**src/rtl/slpq_pkg.sv**
```systemverilog
// Shared types and codes for the sorted-list priority queue.
// Operation and status encodings; no dependencies.
package slpq_pkg;

  localparam int unsigned FuncW   = 2;
  localparam int unsigned StatusW = 2;
  localparam int unsigned IdW     = 8;
  localparam int unsigned ScoreInW = 32;

  // Operation codes carried on func_i
  typedef enum logic [FuncW-1:0] {
    FUNC_CLEAR  = 2'd0,
    FUNC_INSERT = 2'd1,
    FUNC_POP    = 2'd2
  } func_e;

  // Result status codes
  typedef enum logic [StatusW-1:0] {
    STATUS_OK    = 2'd0,
    STATUS_EMPTY = 2'd1,
    STATUS_FULL  = 2'd2
  } status_e;

endpackage

```
**src/rtl/sorted_list_priority_queue.sv**
```systemverilog
// Sorted-list priority queue: slot memories plus the list-walk sequencer.
// Depends on slpq_pkg for operation and status codes.
//
// Usage: one input beat (func_i, item_id_i, score_i) gives exactly one output
// beat (status_o, popped_id_o, slots_used_o). Both channels use valid/stall;
// a beat moves when valid is high and stall is low.
// func CLEAR empties the list, INSERT links a new entry in descending score
// order (newer first among equal scores), POP returns the head id.
// Steps from input beat to output valid:
//   clear, unused code, pop on empty, insert while full: result at accept
//   pop: the head read in POP_RD; insert on an empty list: LINK_NEW
//   other inserts: WALK past each entry with a greater score, then LINK_NEW
//   and, unless the new entry becomes the head, LINK_PREV.
// The walk goes over the linked list one entry per
// cycle through the single read port of the slot memories.
// One item is in flight at a time; in_stall_o is high while an item is being
// worked on, and while a result sits in the output register with out_stall_i
// high. The output register holds its beat stable under stall.
// Reset empties the list (head at the end marker, zero slots used); slot
// memories are not cleared, no clearing pass is needed.
module sorted_list_priority_queue #(
  parameter int unsigned CAPACITY    = 64,
  parameter int unsigned SCORE_WIDTH = 32
) (
  input  logic                                 clk_i,
  input  logic                                 rst_ni,
  input  logic                                 in_valid_i,
  output logic                                 in_stall_o,
  input  logic [slpq_pkg::FuncW-1:0]           func_i,
  input  logic [slpq_pkg::IdW-1:0]             item_id_i,
  input  logic signed [slpq_pkg::ScoreInW-1:0] score_i,
  output logic                                 out_valid_o,
  input  logic                                 out_stall_i,
  output logic [slpq_pkg::StatusW-1:0]         status_o,
  output logic [slpq_pkg::IdW-1:0]             popped_id_o,
  output logic [$clog2(CAPACITY+1)-1:0]        slots_used_o
);
  import slpq_pkg::*;

  localparam int unsigned IdxW = $clog2(CAPACITY);
  localparam int unsigned PtrW = $clog2(CAPACITY + 1);
  localparam logic [PtrW-1:0] EndMark = PtrW'(CAPACITY);
  localparam int unsigned SW = SCORE_WIDTH;

  typedef enum logic [2:0] {
    ST_IDLE,
    ST_POP_RD,
    ST_WALK,
    ST_LINK_NEW,
    ST_LINK_PREV
  } state_e;

  state_e state_q;

  // list control
  logic [PtrW-1:0] head_q;
  logic [PtrW-1:0] used_q;
  logic [IdxW-1:0] slot_q;
  logic [PtrW-1:0] cur_q;
  logic [PtrW-1:0] prev_q;
  logic [SW-1:0]   new_score_q;

  // output register
  logic                out_valid_q;
  logic [StatusW-1:0]  status_q;
  logic [IdW-1:0]      popped_q;
  logic [PtrW-1:0]     slots_q;

  // slot memories and registered read data
  logic [IdW-1:0]  mem_id    [CAPACITY];
  logic [SW-1:0]   mem_score [CAPACITY];
  logic [PtrW-1:0] mem_next  [CAPACITY];
  logic [IdW-1:0]  rd_id_q;
  logic [SW-1:0]   rd_score_q;
  logic [PtrW-1:0] rd_next_q;

  logic            in_acc;
  logic            out_free;
  logic            list_full;
  logic            data_we;
  logic            next_we;
  logic [IdxW-1:0] next_waddr;
  logic [PtrW-1:0] next_wdata;
  logic [IdxW-1:0] rd_addr;
  logic [SW-1:0]   score_in;
  logic            walk_on;
  logic            res_done;

  // score taken as SCORE_WIDTH bits two's complement; a wider score is zero-extended
  if (SW <= ScoreInW) begin : g_score_trunc
    assign score_in = score_i[SW-1:0];
  end else begin : g_score_ext
    assign score_in = {{(SW - ScoreInW){1'b0}}, score_i};
  end

  // handshake
  assign out_free   = !out_valid_q || !out_stall_i;
  assign in_stall_o = (state_q != ST_IDLE) || !out_free;
  assign in_acc     = in_valid_i && !in_stall_o;
  assign list_full  = (used_q == EndMark);

  // walk continues while the stored score beats the new one
  assign walk_on = ($signed(rd_score_q) > $signed(new_score_q));

  // memory port control and result completion
  always_comb begin
    data_we    = in_acc && (func_e'(func_i) == FUNC_INSERT) && !list_full;
    next_we    = 1'b0;
    next_waddr = slot_q;
    next_wdata = cur_q;
    rd_addr    = head_q[IdxW-1:0];
    res_done   = 1'b0;
    case (state_q)
      ST_IDLE: begin
        // ops with no list work finish at accept
        res_done = in_acc &&
                   !((func_e'(func_i) == FUNC_INSERT) && !list_full) &&
                   !((func_e'(func_i) == FUNC_POP) && (head_q != EndMark));
      end
      ST_POP_RD:    res_done = 1'b1;
      ST_WALK:      rd_addr = rd_next_q[IdxW-1:0];
      ST_LINK_NEW: begin
        next_we  = 1'b1;
        res_done = (prev_q == EndMark);
      end
      ST_LINK_PREV: begin
        next_we    = 1'b1;
        next_waddr = prev_q[IdxW-1:0];
        next_wdata = PtrW'(slot_q);
        res_done   = 1'b1;
      end
      default: ;
    endcase
  end

  // slot memories: the new slot is never on the list while it is walked,
  // so a read never meets a write to the same entry
  always_ff @(posedge clk_i) begin
    if (data_we) begin
      mem_id[used_q[IdxW-1:0]]    <= item_id_i;
      mem_score[used_q[IdxW-1:0]] <= score_in;
    end
    if (next_we) begin
      mem_next[next_waddr] <= next_wdata;
    end
    rd_id_q    <= mem_id[rd_addr];
    rd_score_q <= mem_score[rd_addr];
    rd_next_q  <= mem_next[rd_addr];
  end

  // sequencer and output register
  always_ff @(posedge clk_i or negedge rst_ni) begin
    if (!rst_ni) begin
      state_q     <= ST_IDLE;
      head_q      <= EndMark;
      used_q      <= '0;
      slot_q      <= '0;
      cur_q       <= EndMark;
      prev_q      <= EndMark;
      new_score_q <= '0;
      out_valid_q <= 1'b0;
      status_q    <= STATUS_OK;
      popped_q    <= '0;
      slots_q     <= '0;
    end else begin
      // a finished item loads the register; otherwise a taken beat empties it
      if (res_done) begin
        out_valid_q <= 1'b1;
      end else if (out_valid_q && !out_stall_i) begin
        out_valid_q <= 1'b0;
      end
      unique case (state_q)
        ST_IDLE: begin
          if (in_acc) begin
            popped_q <= '0;
            unique case (func_e'(func_i))
              FUNC_CLEAR: begin
                head_q   <= EndMark;
                used_q   <= '0;
                status_q <= STATUS_OK;
                slots_q  <= '0;
              end
              FUNC_INSERT: begin
                slots_q <= used_q;
                if (list_full) begin
                  status_q <= STATUS_FULL;
                end else begin
                  status_q    <= STATUS_OK;
                  slot_q      <= used_q[IdxW-1:0];
                  new_score_q <= score_in;
                  cur_q       <= head_q;
                  prev_q      <= EndMark;
                  state_q     <= (head_q == EndMark) ? ST_LINK_NEW : ST_WALK;
                end
              end
              FUNC_POP: begin
                slots_q <= used_q;
                if (head_q == EndMark) begin
                  status_q <= STATUS_EMPTY;
                end else begin
                  status_q <= STATUS_OK;
                  state_q  <= ST_POP_RD;
                end
              end
              default: begin
                status_q <= STATUS_OK;
                slots_q  <= used_q;
              end
            endcase
          end
        end
        ST_POP_RD: begin
          popped_q <= rd_id_q;
          head_q   <= rd_next_q;
          state_q  <= ST_IDLE;
        end
        ST_WALK: begin
          if (walk_on) begin
            prev_q <= cur_q;
            cur_q  <= rd_next_q;
            if (rd_next_q == EndMark) begin
              state_q <= ST_LINK_NEW;
            end
          end else begin
            state_q <= ST_LINK_NEW;
          end
        end
        ST_LINK_NEW: begin
          if (prev_q == EndMark) begin
            head_q  <= PtrW'(slot_q);
            used_q  <= used_q + 1'b1;
            slots_q <= used_q + 1'b1;
            state_q <= ST_IDLE;
          end else begin
            state_q <= ST_LINK_PREV;
          end
        end
        ST_LINK_PREV: begin
          used_q  <= used_q + 1'b1;
          slots_q <= used_q + 1'b1;
          state_q <= ST_IDLE;
        end
        default: state_q <= ST_IDLE;
      endcase
    end
  end

  assign out_valid_o  = out_valid_q;
  assign status_o     = status_q;
  assign popped_id_o  = popped_q;
  assign slots_used_o = slots_q;

  // checks
  a_used_bound: assert property (@(posedge clk_i) disable iff (!rst_ni)
    used_q <= EndMark) else $error("slot count past capacity");

  a_head_bound: assert property (@(posedge clk_i) disable iff (!rst_ni)
    head_q <= EndMark) else $error("head pointer past end marker");

  a_walk_live: assert property (@(posedge clk_i) disable iff (!rst_ni)
    (state_q == ST_WALK) |-> (cur_q != EndMark))
    else $error("walk on end marker");

  a_busy_no_result: assert property (@(posedge clk_i) disable iff (!rst_ni)
    (state_q == ST_WALK || state_q == ST_POP_RD) |-> !in_acc)
    else $error("input taken while busy");

  a_insert_counts: assert property (@(posedge clk_i) disable iff (!rst_ni)
    (state_q == ST_LINK_PREV) |=> (used_q == $past(used_q) + 1'b1))
    else $error("insert did not consume a slot");

endmodule
```
**config.mk**
```make
export PLATFORM = sky130hd
export DESIGN_NAME = sorted_list_priority_queue
export DESIGN_NICKNAME = d
export VERILOG_FILES = /design/src/rtl/slpq_pkg.sv /design/src/rtl/sorted_list_priority_queue.sv
export SDC_FILE = /design/constraint.sdc
export NUM_CORES = 2
export LEC_CHECK = 0
export BUFFER_PORTS_ARGS = -buffer_cell sky130_fd_sc_hd__clkbuf_2
export CAP_MARGIN = 10
export CORE_ASPECT_RATIO = 1.5
export CORE_MARGIN = 10
export CORE_UTILIZATION = 45
export DETAILED_ROUTE_END_ITERATION = 7
export SYNTH_ARGS = -nofsm -noshare
export SYNTH_HDL_FRONTEND = slang
export SYNTH_SLANG_ARGS = --single-unit
```
**constraint.sdc**
```tcl
create_clock -name clk_i -period 10.3 [get_ports clk_i]
set_input_delay 1.03 -clock clk_i [delete_from_list [all_inputs] [get_ports clk_i]]
set_output_delay 1.03 -clock clk_i [all_outputs]
set_load 0.005 [all_outputs]
```
==> metrics.txt <==
final setup violating endpoints=0; P&R area growth vs syn=11.9%; clk slew on worst S/H paths=0.06 ns; first-pass GRT wire length=565000 um; Hold Crit Start=out_stall_i; Critical Path RT=10.80 ns; pin count of the biggest net entering global routing=150; Fin. Hold Viols=0; Core Box Area=0.271 mm^2; final slew viol count=0; Tightest Pin Transition=1.27 ns; remaining antenna violation count=0; Tmin final=6.23 ns; total gr overflow=0; Initial Utilization=0.452; Synth Area in XOR/XNOR=0.0000716; P_int=24.6 mW; Inst Count DP=11780; crit path buf inv count=2; crit path launch type=flop; vias in the first global route=74314; YS warnings=0; synthesized area=0.122 mm^2; Vias=76099; I/O Buffers=64; largest cells by area after synthesis=edfxtp_1, nand2_1, nand3_1; Net Sw Power=15.5 mW; fillers=22289; Slew Limit Headroom=0.146; Hold Path Depth=3; # resized after CTS=0; initial antenna violation count=15; clock latency at the later pin of the worst-skew pair=0.88 ns; die area=0.294 mm^2; # DRC=0; slowest cell delay on critical path=0.83 ns; root buffer cell=clkbuf_16; Max FO, Critical Path=68; maximum clock rate=161 MHz; RR Startpoint=state_q[1]$_DFFE_PN0P_; DRT iter0 DRCs=9685; Worst path slowest cell=nor2_4; Async SR Flop Fraction=0.0255; Std-Cell Rows=234; R2R cell count=7; 1st-pass router iterations=7; layout cells sized above 1=0.117; Clock Sinks=3135; chip height=659 um; CTS tree=yes; post-synthesis net count=8553; CTS Buf Count=289; Synth Area in Adders=0.00378; Stages on worst setup path=7; GPL Wtd Cong=0.865; status=complete, no violations; gr usage total=0.269; total wire length=405000 um; Via density=6.18; Reg power frac=0.366; CP delay by family, top=simple AND/OR/NAND/NOR gates; Primary FF master, synth=edfxtp_1; Worst VDD drop=0.000384 V; synthesized instance count=8470; clock tree buffer depth=4; Lkg Pwr=45.1 nW; ratio of final minimum period to clock period=0.605; post-synthesis register bit count=3135; Crit Path Category=reg2reg; Worst setup EP type=flop; Synth top area share=0.738; P per Cell Area=293 mW/mm^2; Post-synth EDFFs=3008; htree depth=5; dpl ws=3.74 ns; wire per inst=32.9 um; critical path startpoint=state_q[1]$_DFFE_PN0P_; post-route insts no fill=12309; simple-gate area share of the yosys netlist=0.129; Clock Power Share=0.270; post-synthesis area per instance=14.4 um^2; grt peak-use layer=met2; Seq/Total Area, Yosys=0.762; Final Skew=0.0489 ns; Comb power frac=0.364; setup TNS=0 ns; M1 GR Usage=0.319; switch share=0.386; dominant cell type by area after synthesis=edfxtp_1; setup slack after layout=4.07 ns; grt met3 use=0.0442; synth unique cells=62; mux cell area share after synthesis=0.0442; GRT met2 Usage=0.457; RSZ-0062 raised after global routing=no; largest family of logic cells by synthesized area=simple AND/OR/NAND/NOR gates; HP Class=in2reg; HPWL Detailed=225000 um; Critical Path AT=6.73 ns; max-cap violations=0; Top-Level Pins=65; final net count=8619; complex-gate fraction of the synthesized area=0.0410; CP cell instances=a2111oi_0 > nand2_1 > nor2_4 > buf_4 > nand3_1 > nor2_4 > buf_4; Chip Width=446 um
metrics by stage:
| stage | cell area [um^2] | hold slack [ns] | power, mW | util |
|---|---|---|---|---|
| after detailed placement | 128000 | 0.481 | 29.3 | 0.471 |
| final | 137000 | 0.464 | 40.1 | 0.506 |
| after CTS | 137000 | 0.402 | 39.9 | 0.505 |
| after global placement | 128000 | 0.470 | 29.1 | 0.471 |
| after floorplan | 122000 | 0.410 | 23.3 | - |
| after global routing | 137000 | 0.444 | 41.3 | 0.506 |
worst paths after layout:
kind / endpoint / slack [ns]
worst min-delay path: out_valid_o$_DFFE_PN0P_ / 0.46
worst max-delay path: mem_id[32][1]$_DFFE_PP_ / 4.07
max in group asynchronous: new_score_q[22]$_DFFE_PN0P_ / 8.33
worst max register to register: mem_id[32][1]$_DFFE_PP_ / 4.07
min in group asynchronous: slot_q[2]$_DFFE_PN0P_ / 0.57
worst min register to register: popped_id_o[3]$_DFFE_PN0P_ / 0.49
worst reg2reg max path, stage by stage (launching register included):
cell	delay (ns)
dfrtp_1	0.63
a2111oi_0	0.82
nand2_1	0.79
nor2_4	0.49
buf_4	0.63
nand3_1	0.80
nor2_4	0.84
buf_4	0.68
layer usage:
metal,vias up,wire [um],share of wire
met5,-,9,0.000022
met4,2,30300,0.075
met3,1155,35300,0.087
met2,4418,201000,0.50
met1,38663,138000,0.34
li1,31861,-,-
power groups by stage:
stage / clock [mW] / sequential [mW] / combinational (mW)
finish: 10.8 / 14.7 / 14.6
global route: 11.4 / 14.7 / 15.3
CTS: 10.9 / 14.7 / 14.4
detailed placement: 0 / 14.9 / 14.3
global placement: 0 / 14.9 / 14.2
floorplan: 0 / 14.7 / 8.57
synthesized netlist by cell type, types with 13 or more instances:
cell	number
a21o_1	14
a21oi_1	138
a22oi_1	16
a311oi_1	18
a31oi_1	207
a32oi_1	64
and3_1	112
buf_1	96
buf_2	173
clkbuf_1	238
dfrtp_1	77
dfxtp_1	47
edfxtp_1	3008
ha_1	37
inv_1	49
mux2_2	13
mux2i_1	100
mux4_2	189
nand2_1	2228
nand3_1	927
nand4_1	38
nand4b_1	19
nor2_1	195
nor3_1	39
nor4_1	27
o2111ai_1	18
o211ai_1	41
o21ai_0	88
o221ai_1	13
o22ai_1	76
or4_1	30
layout by cell type, fill, tap and decap left out, types with 19 or more instances in the layout:
cell,synthesis,layout
nand3_1,927,927
inv_1,49,49
clkinv_2,0,49
clkbuf_16,0,299
mux2i_1,100,95
nor3_1,39,39
or4_1,30,30
nor2_1,195,119
bufinv_16,0,27
nand4_1,38,38
o22ai_1,76,76
a31oi_1,207,206
nor2_4,0,76
clkbuf_2,0,63
edfxtp_1,3008,3008
o21ai_0,88,88
a21oi_1,138,137
nor4_1,27,23
buf_4,12,221
clkbuf_1,238,57
nand2_1,2228,2220
ha_1,37,37
dfxtp_1,47,47
mux4_2,189,189
clkinv_1,0,47
nand4b_1,19,19
o211ai_1,41,41
and3_1,112,112
a32oi_1,64,64
dfrtp_1,77,77
repair_timing:
item                                   CTS  global route
endpoints found under the hold margin   17             0
hold buffers                             1             0
setup buffers                            0             0
kinds of logic after synthesis:
logic type,count (synthesis)
buffers and inverters,575
AND/OR/NAND/NOR,3659
adder cells (fa/ha/maj),37
multiplexers,302
flip-flops,3135
AO/OA/AOI/OAI,761
XOR/XNOR,1
area by class of cell:
class / count / area (um^2) / share of cell area
Sequential cell: 3135 / 93300 / 0.681
Multi-Input combinational cell: 4760 / 27400 / 0.200
Clock buffer: 369 / 7880 / 0.0575
Tap cell: 3540 / 4430 / 0.0323
Timing Repair Buffer: 301 / 2300 / 0.0168
Clock inverter: 147 / 1460 / 0.0107
Inverter: 49 / 184 / 0.00134
Antenna cell: 8 / 20.0 / 0.000146
registers in the layout (all words and copies together) (netlist names):
signal        cells
rd_id_q           8
rd_next_q         7
new_score_q      32
mem_score      2048
popped_id_o       8
cur_q             7
slot_q            6
prev_q            7
out_valid_o       1
mem_id          512
state_q           3
status_o          2
slots_used_o      7
head_q            7
mem_next        448
rd_score_q       32
Note: power is estimated with default switching activity, not from simulation.
